$ cat config.mk
export PLATFORM = sky130hd
export DESIGN_NAME = interval_maximum_search_unit
export DESIGN_NICKNAME = d
export VERILOG_FILES = /design/src/hdl/ims_pkg.sv /design/src/hdl/ims_compare.sv /design/src/hdl/interval_maximum_search_unit.sv
export VERILOG_INCLUDE_DIRS = /design/src /design/src/hdl
export SDC_FILE = /design/constraint.sdc
export NUM_CORES = 2
export LEC_CHECK = 0
export ABC_AREA = 1
export ABC_CLOCK_PERIOD_IN_PS = 7200
export BUFFER_PORTS_ARGS = -buffer_cell sky130_fd_sc_hd__buf_4
export CORE_UTILIZATION = 45
export DETAILED_ROUTE_END_ITERATION = 12
export GPL_ROUTABILITY_DRIVEN = 0
export GPL_TIMING_DRIVEN = 1
export HOLD_SLACK_MARGIN = 0.03
export PLACE_DENSITY = 0.72
export SYNTH_ARGS = -nofsm -noshare
export SYNTH_HDL_FRONTEND = slang
export SYNTH_SLANG_ARGS = --single-unit
$ cat constraint.sdc
create_clock -name clock -period 7.2 [get_ports clock]
set_clock_uncertainty 0.05 [all_clocks]
set_input_delay 0.36 -clock clock [delete_from_list [all_inputs] [get_ports clock]]
set_output_delay 0.36 -clock clock [all_outputs]
set_load 0.01 [all_outputs]
$ cat src/hdl/interval_maximum_search_unit_assert.svh
// Assertion macros shared by the interval maximum search RTL.
// Each macro expects signals named clock and reset in the using scope.
`ifndef INTERVAL_MAXIMUM_SEARCH_UNIT_ASSERT_SVH
`define INTERVAL_MAXIMUM_SEARCH_UNIT_ASSERT_SVH

// Same-cycle implication.
`define IMS_ASSERT_NOW(lbl, ante, cons) \
   lbl: assert property (@(posedge clock) disable iff (reset) (ante) |-> (cons)) \
      else $error("same-cycle check failed");

// Next-cycle implication.
`define IMS_ASSERT_NEXT(lbl, ante, cons) \
   lbl: assert property (@(posedge clock) disable iff (reset) (ante) |=> (cons)) \
      else $error("next-cycle check failed");

`endif

$ cat src/hdl/ims_pkg.sv
// Shared types and constants for the interval maximum search unit.
// No dependencies.
package ims_pkg;

   localparam int WORD_BITS = 32;
   localparam int FRAC_BITS = 24;
   localparam int ITER_BITS = 6;
   localparam int PROD_BITS = 2 * WORD_BITS;
   localparam int ACC_BITS  = 2 * WORD_BITS + 2;

   localparam logic [WORD_BITS-1:0] TEN_FIX = WORD_BITS'(10) << FRAC_BITS;

   // Configuration register indexes.
   localparam logic [1:0] CSR_TOLERANCE = 2'd0;
   localparam logic [1:0] CSR_MAX_ITER  = 2'd1;
   localparam logic [1:0] CSR_OBJ_SEL   = 2'd2;

   typedef struct packed {
      logic done;
      logic greater;
   } ims_cmp_stat_type;

endpackage

$ cat src/hdl/ims_compare.sv
// Exact objective comparison f(u) > f(v) using one shared multiplier over several cycles.
// Depends on ims_pkg.
module ims_compare
   import ims_pkg::*;
(
   input  logic                 clock,
   input  logic                 reset,
   input  logic                 start,
   input  logic                 obj_sel,
   input  logic [WORD_BITS-1:0] u,
   input  logic [WORD_BITS-1:0] v,
   output ims_cmp_stat_type     stat
);

   typedef enum logic [1:0] {ST_IDLE, ST_RUN} state_type;

   state_type              state_ff;
   logic [2:0]             step_ff;
   logic [WORD_BITS-1:0]   u_ff, v_ff;
   logic                   sel_ff;
   logic [PROD_BITS-1:0]   prod_ff;
   logic [ACC_BITS-1:0]    acc_ff;
   logic                   done_ff, greater_ff;

   logic [WORD_BITS-1:0]   mul_a, mul_b;
   logic [PROD_BITS-1:0]   prod_in;
   logic [WORD_BITS:0]     sum_uv;
   logic [WORD_BITS+4:0]   ten_sum;
   logic [ACC_BITS-1:0]    lhs;
   logic [WORD_BITS+7:0]   q_dist;
   logic [WORD_BITS+7:0]   k_dist;
   logic                   root_gt, dist_gt, greater_in;

   always_comb begin
      case (step_ff)
         3'd1:    begin mul_a = u_ff; mul_b = v_ff; end
         3'd2:    begin mul_a = v_ff; mul_b = v_ff; end
         default: begin mul_a = u_ff; mul_b = u_ff; end
      endcase
      prod_in = PROD_BITS'(mul_a) * PROD_BITS'(mul_b);
   end

   // Sign of g(u)-g(v) follows sign(u-v) * sign(10(u+v) - (u^2+uv+v^2)).
   always_comb begin
      sum_uv  = {1'b0, u_ff} + {1'b0, v_ff};
      ten_sum = (WORD_BITS+5)'(sum_uv) * (WORD_BITS+5)'(10);
      lhs     = ACC_BITS'(ten_sum) << FRAC_BITS;
      q_dist  = (WORD_BITS+8)'(sum_uv) * (WORD_BITS+8)'(89);
      k_dist  = (WORD_BITS+8)'(16) << FRAC_BITS;
      if (u_ff > TEN_FIX)
         root_gt = 1'b0;
      else if (v_ff > TEN_FIX)
         root_gt = (u_ff != '0) && (u_ff < TEN_FIX);
      else if (u_ff == v_ff)
         root_gt = 1'b0;
      else if (u_ff > v_ff)
         root_gt = lhs > acc_ff;
      else
         root_gt = lhs < acc_ff;
      if (u_ff == v_ff)
         dist_gt = 1'b0;
      else if (u_ff > v_ff)
         dist_gt = q_dist < k_dist;
      else
         dist_gt = q_dist > k_dist;
      greater_in = sel_ff ? dist_gt : root_gt;
   end

   always_ff @(posedge clock) begin
      if (reset) begin
         state_ff   <= ST_IDLE;
         step_ff    <= '0;
         done_ff    <= 1'b0;
         greater_ff <= 1'b0;
      end else begin
         done_ff <= 1'b0;
         case (state_ff)
            ST_IDLE: begin
               if (start) begin
                  u_ff     <= u;
                  v_ff     <= v;
                  sel_ff   <= obj_sel;
                  prod_ff  <= '0;
                  acc_ff   <= '0;
                  step_ff  <= '0;
                  state_ff <= ST_RUN;
               end
            end
            ST_RUN: begin
               if (step_ff == 3'd4) begin
                  greater_ff <= greater_in;
                  done_ff    <= 1'b1;
                  state_ff   <= ST_IDLE;
               end else begin
                  prod_ff <= prod_in;
                  acc_ff  <= acc_ff + ACC_BITS'(prod_ff);
                  step_ff <= step_ff + 3'd1;
               end
            end
            default: state_ff <= ST_IDLE;
         endcase
      end
   end

   assign stat.done    = done_ff;
   assign stat.greater = greater_ff;

endmodule

$ cat src/hdl/interval_maximum_search_unit.sv
// Each narrowing pass runs three compares in turn on the one shared multiplier in ims_compare.
// Requests are taken only in the idle state, so a new search waits until the previous one is finished.
// A new request is taken while a finished response still waits in the output register.
// Reset is synchronous, active high; registers return to tolerance 16777, limit 40, objective 0.
module interval_maximum_search_unit
   import ims_pkg::*;
(
   input  logic                 clock,
   input  logic                 reset,
   input  logic                 req_valid,
   output logic                 req_ready,
   input  logic [WORD_BITS-1:0] req_interval_low,
   input  logic [WORD_BITS-1:0] req_interval_high,
   output logic                 rsp_valid,
   input  logic                 rsp_ready,
   output logic [WORD_BITS-1:0] rsp_best_point,
   output logic [ITER_BITS-1:0] rsp_iterations_used,
   output logic                 rsp_limit_reached,
   input  logic                 csr_valid,
   output logic                 csr_ready,
   input  logic [1:0]           csr_index,
   input  logic [WORD_BITS-1:0] csr_data
);

   typedef enum logic [2:0] {S_IDLE, S_CHECK, S_LAUNCH, S_WAIT, S_UPDATE, S_FINISH}
      state_type;

   state_type              state_ff;
   logic [WORD_BITS-1:0]   tol_ff;
   logic [ITER_BITS-1:0]   max_iter_ff;
   logic                   obj_sel_ff;
   logic [WORD_BITS-1:0]   a_ff, b_ff, c_ff, l_ff, r_ff;
   logic [ITER_BITS-1:0]   iter_ff;
   logic [1:0]             idx_ff;
   logic [2:0]             gt_ff;
   logic                   rsp_valid_ff;
   logic [WORD_BITS-1:0]   rsp_best_ff;
   logic [ITER_BITS-1:0]   rsp_iter_ff;
   logic                   rsp_limit_ff;

   logic [WORD_BITS-1:0]   c_in, l_in, r_in, cmp_u, cmp_v;
   logic                   stop_in, cmp_start;
   ims_cmp_stat_type       cmp_stat;

   always_comb begin
      c_in = WORD_BITS'(({1'b0, a_ff} + {1'b0, b_ff}) >> 1);
      l_in = WORD_BITS'(({1'b0, a_ff} + {1'b0, c_in}) >> 1);
      r_in = WORD_BITS'(({1'b0, c_in} + {1'b0, b_ff}) >> 1);
      // A reversed interval counts as narrower than any tolerance.
      stop_in = (b_ff < a_ff) || ((b_ff - a_ff) < tol_ff) || (iter_ff >= max_iter_ff);
      case (idx_ff)
         2'd0:    begin cmp_u = c_ff; cmp_v = l_ff; end
         2'd1:    begin cmp_u = c_ff; cmp_v = r_ff; end
         default: begin cmp_u = l_ff; cmp_v = r_ff; end
      endcase
      cmp_start = (state_ff == S_LAUNCH);
   end

   ims_compare u_compare (
      .clock   (clock),
      .reset   (reset),
      .start   (cmp_start),
      .obj_sel (obj_sel_ff),
      .u       (cmp_u),
      .v       (cmp_v),
      .stat    (cmp_stat)
   );

   always_ff @(posedge clock) begin
      if (reset) begin
         state_ff     <= S_IDLE;
         tol_ff       <= WORD_BITS'(16777);
         max_iter_ff  <= ITER_BITS'(40);
         obj_sel_ff   <= 1'b0;
         rsp_valid_ff <= 1'b0;
         iter_ff      <= '0;
         idx_ff       <= '0;
      end else begin
         if (csr_valid) begin
            case (csr_index)
               CSR_TOLERANCE: tol_ff      <= csr_data;
               CSR_MAX_ITER:  max_iter_ff <= csr_data[ITER_BITS-1:0];
               CSR_OBJ_SEL:   obj_sel_ff  <= csr_data[0];
               default: ;
            endcase
         end
         // The finish state refills the output register itself.
         if (rsp_valid_ff && rsp_ready && state_ff != S_FINISH)
            rsp_valid_ff <= 1'b0;
         case (state_ff)
            S_IDLE: begin
               if (req_valid) begin
                  a_ff     <= req_interval_low;
                  b_ff     <= req_interval_high;
                  iter_ff  <= '0;
                  state_ff <= S_CHECK;
               end
            end
            S_CHECK: begin
               c_ff <= c_in;
               if (stop_in) begin
                  state_ff <= S_FINISH;
               end else begin
                  l_ff     <= l_in;
                  r_ff     <= r_in;
                  iter_ff  <= iter_ff + ITER_BITS'(1);
                  idx_ff   <= '0;
                  state_ff <= S_LAUNCH;
               end
            end
            S_LAUNCH: state_ff <= S_WAIT;
            S_WAIT: begin
               if (cmp_stat.done) begin
                  gt_ff[idx_ff] <= cmp_stat.greater;
                  if (idx_ff == 2'd2) begin
                     state_ff <= S_UPDATE;
                  end else begin
                     idx_ff   <= idx_ff + 2'd1;
                     state_ff <= S_LAUNCH;
                  end
               end
            end
            S_UPDATE: begin
               if (gt_ff[0] && gt_ff[1]) begin
                  a_ff <= l_ff;
                  b_ff <= r_ff;
               end else if (gt_ff[2]) begin
                  b_ff <= c_ff;
               end else begin
                  a_ff <= c_ff;
               end
               state_ff <= S_CHECK;
            end
            S_FINISH: begin
               if (!rsp_valid_ff || rsp_ready) begin
                  rsp_valid_ff <= 1'b1;
                  rsp_best_ff  <= c_ff;
                  rsp_iter_ff  <= iter_ff;
                  rsp_limit_ff <= iter_ff >= max_iter_ff;
                  state_ff     <= S_IDLE;
               end
            end
            default: state_ff <= S_IDLE;
         endcase
      end
   end

   assign req_ready           = (state_ff == S_IDLE);
   assign csr_ready           = 1'b1;
   assign rsp_valid           = rsp_valid_ff;
   assign rsp_best_point      = rsp_best_ff;
   assign rsp_iterations_used = rsp_iter_ff;
   assign rsp_limit_reached   = rsp_limit_ff;

`include "interval_maximum_search_unit_assert.svh"

   `IMS_ASSERT_NEXT(a_busy_after_req, req_valid && req_ready, !req_ready)
   `IMS_ASSERT_NOW(a_iter_bound, rsp_valid, rsp_iterations_used <= max_iter_ff)
   `IMS_ASSERT_NOW(a_limit_flag, rsp_valid,
      rsp_limit_reached == (rsp_iterations_used >= max_iter_ff))
   `IMS_ASSERT_NOW(a_cmp_done_wait, cmp_stat.done, state_ff == S_WAIT)

endmodule

==> flow_summary.ini <==
[outcome]
status = finished, violations left
violations = setup timing

[final_layout]
final_net_count = 12000
drive_gt1_share_pct = 18.1
area_growth_pct = 22.4
stdcell_count = 12400
finalInstanceArea_um2 = 89600

[critical_path]
r2r_end = u_compare.prod_ff[52]
rr_worst_depth = 35
critPathKind = reg -> reg
timing.rr.start = u_compare.step_ff[0]
crit_path_max_incr_delay_ns = 0.60
cp_max_fo = 9
cp.required_ns = 7.56
crit_top_cell = fa_1
worst-endpoint-arrival_ns = 8.39
worstSetupEndpointType = flip-flop
rrSetupSlack_ns = -0.82
startpoint_type = flip-flop
critPathSlowestCell = fa_1

[floorplan]
dieArea_um2 = 164000
rows = 147
die_w_um = 405
die_h_um = 405
initial_utilization_pct = 45.4
pin_count = 145
fp.coreArea_um2 = 161000

[sta]
layout_setup_ws_ns = -0.823
slew-limit-headroom_pct = 15.0
finalHoldViolCount = 0
rsz0062_at_grt = yes
tightest_slew_ns = 1.27
period_minus_slack_ns = 8.02
fmax_ghz = 0.125
setup_viol = 48
finalCritPeriodShare_pct = 111
drv_slew = 0

[worst_hold_path]
min_path_type = in -> reg
hold_end = iter_ff[1]
hp-start = req_valid
whs_path_depth = 8

[global_route]
grt_use_total_pct = 31.1
overflow = 0
grt_antenna_before_repair = 4
grt_pass1_wl_um = 390000
grt_max_degree = 71
grt_pass1_vias = 69400

[place]
place_hpwl_um = 217000
place_area_um2 = 83500
io_buffers = 143
dp.cells = 12100

[synth]
synth_edf_count = 397
yosys_warnings = 0
synth.distinct_cells = 73
yosysTopAreaCell = fa_1
syn-cell-area_um2 = 73200
yosysSeqAreaShare_pct = 17.8
async_flop_share_pct = 0
synth_fp_nets = 11000
synthCells = 9200
ys_top_cells_by_area = fa_1, edfxtp_1, ha_1
synth_top_area_share_pct = 26.0
ys_seq_elements = 454
synth_ff_type = edfxtp_1
syn_area_per_cell_um2 = 7.96

[clocking]
numCtsBuffers = 52
cts.sinks = 454
tritoncts = yes
max-clock-path-buffers = 3
cts-root-buf = clkbuf_16
clk_pin_slew_ns = 0.07
worstSkewPairLatency_ns = 0.72
h-tree-depth = 2

[drt]
wl_um = 262000
dr.pass1.iters = 10
drt-vias-per-instance = 5.55
wl_per_cell_um = 21.1
vias = 68800
ant_nets = 0
route.detailed.drc = 0
drt_iter0_markers = 7214

[run]
max_cap_violations = 0
-- critical path, delay by kind of cell, from the launching register on --
kind            cells  cell delay, ns
simple gates        6            0.67
buf+inv            12            1.28
flops               1            0.36
compound gates      7            1.03
fa+ha+maj          10            4.35
-- registers in the layout, indices dropped and copies added (netlist names), 3 cells and up --
| register | count |
|---|---|
| u_compare.acc_ff | 66 |
| u_compare.prod_ff | 64 |
| a_ff | 32 |
| b_ff | 32 |
| c_ff | 32 |
| l_ff | 32 |
| r_ff | 32 |
| rsp_best_point | 32 |
| tol_ff | 32 |
| u_compare.u_ff | 32 |
| u_compare.v_ff | 32 |
| iter_ff | 6 |
| max_iter_ff | 6 |
| rsp_iterations_used | 6 |
| gt_ff | 3 |
| state_ff | 3 |
| u_compare.step_ff | 3 |
-- cell usage after synthesis (4+ instances only) --
cell type	count
inv_1	1978
a221oi_1	10
or2_2	17
a21oi_1	680
nor2_2	4
nor2_1	1026
fa_1	950
nand2_2	10
clkinv_1	19
inv_2	14
a21oi_2	17
a21o_1	62
mux2_2	64
xnor2_1	37
clkbuf_1	200
dfxtp_1	57
nor3_1	74
o211ai_1	22
a31oi_1	37
o221ai_1	6
xor2_4	7
nand2_4	5
and3_1	6
edfxtp_1	397
o2111ai_1	5
nand3_1	202
a21boi_2	10
nor4_1	35
o21ai_2	30
nand4_1	55
buf_1	11
nand3_2	7
o21a_1	73
xor2_1	158
o21bai_1	34
nand2_1	1602
buf_2	35
o21ai_1	37
ha_1	725
a211oi_1	8
a21boi_0	16
nand3b_1	6
a21boi_1	9
o21ai_0	399
xor2_2	5
-- routing by layer --
layer  vias to the layer above  part of all wire, %  wire (um)  track usage [%]
met5                         -               0.0065         17                0
met4                         2                  8.6      22600             21.1
met3                      1078                   12      31000             8.68
met2                      4208                   44     116000             49.8
met1                     32700                   35      92000             36.2
li1                      30800                    -          -                -
-- placed cells by master, fill, tap and decap left out, drive strengths merged, types with 25 or more instances in the layout --
cell and instances:
inv 2001, nand2 1617, buf 1050, nor2 1030
fa 950, ha 725, a21oi 699, o21ai 468
edfxtp 397, nand3 209, xor2 170, dlygate4sd3 111
nor3 75, o21a 73, clkbuf 73, mux2 64
a21o 64, dfxtp 57, nand4 55, a31oi 39
xnor2 37, nor4 36, a21boi 36, o21bai 35
clkinv 25
-- worst max path at each step --
stage / from / cells after the start / end / slack, ns
after floorplan: u_compare.step_ff[0] / 33 / u_compare.prod_ff[46] / -0.21
after global placement: u_compare.step_ff[0] / 32 / u_compare.prod_ff[63] / -1.06
after detailed placement: u_compare.step_ff[1] / 32 / u_compare.prod_ff[63] / -1.22
after CTS: u_compare.step_ff[0] / 36 / u_compare.prod_ff[52] / -0.78
after global routing: u_compare.step_ff[0] / 40 / u_compare.prod_ff[54] / -1.04
final: u_compare.step_ff[0] / 35 / u_compare.prod_ff[52] / -0.82
-- metrics by stage --
stage | hold slack (ns) | setup TNS [ns] | util (%) | worst slack (ns)
finish | 0.335 | -30.32 | 55.6 | -0.823
floorplan | 0.358 | -1.91 | - | -0.215
detailed placement | 0.410 | -42.33 | 51.8 | -1.22
global route | 0.392 | -40.41 | 55.6 | -1.04
CTS | 0.279 | -26.53 | 54.0 | -0.781
global placement | 0.402 | -36.33 | 51.8 | -1.06
-- final cells by class --
class                      instances  area (um^2)
timing repair buffer            1168        10500
sequential                       454        13100
antenna                            1         2.50
multi-input combinational       6485        54000
tap                             2160         2700
clock inverter                    31          333
inverter                        2011         7640
fill                           13900        71500
clock buffer                      66         1430
timing repair inverter             1         7.51
-- kinds of logic (layout without fill, tap and decap cells) --
group / count (synthesis) / after routing / share of synthesized area [%]
AO/OA/AOI/OAI: 1481 / 1481 / 11.6
XOR/XNOR: 207 / 207 / 2.71
adder cells (fa/ha/maj): 1675 / 1675 / 38.4
buffers and inverters: 2261 / 3277 / 11.7
flip-flops: 454 / 454 / 17.8
multiplexers: 64 / 64 / 0.984
other: 1 / 2 / 0.00512
AND/OR/NAND/NOR: 3057 / 3057 / 16.8
-- timing repair --
action,CTS,global route
gates cloned,1,7
setup buffers,14,89
endpoints found under the hold margin,114,0
setup endpoints to repair,52,55
pin swaps,15,142
resized for setup,132,510
hold buffers,111,0
Power is not shown: default switching activity piles up to over one toggle a cycle in this logic, so the estimate is an artifact.
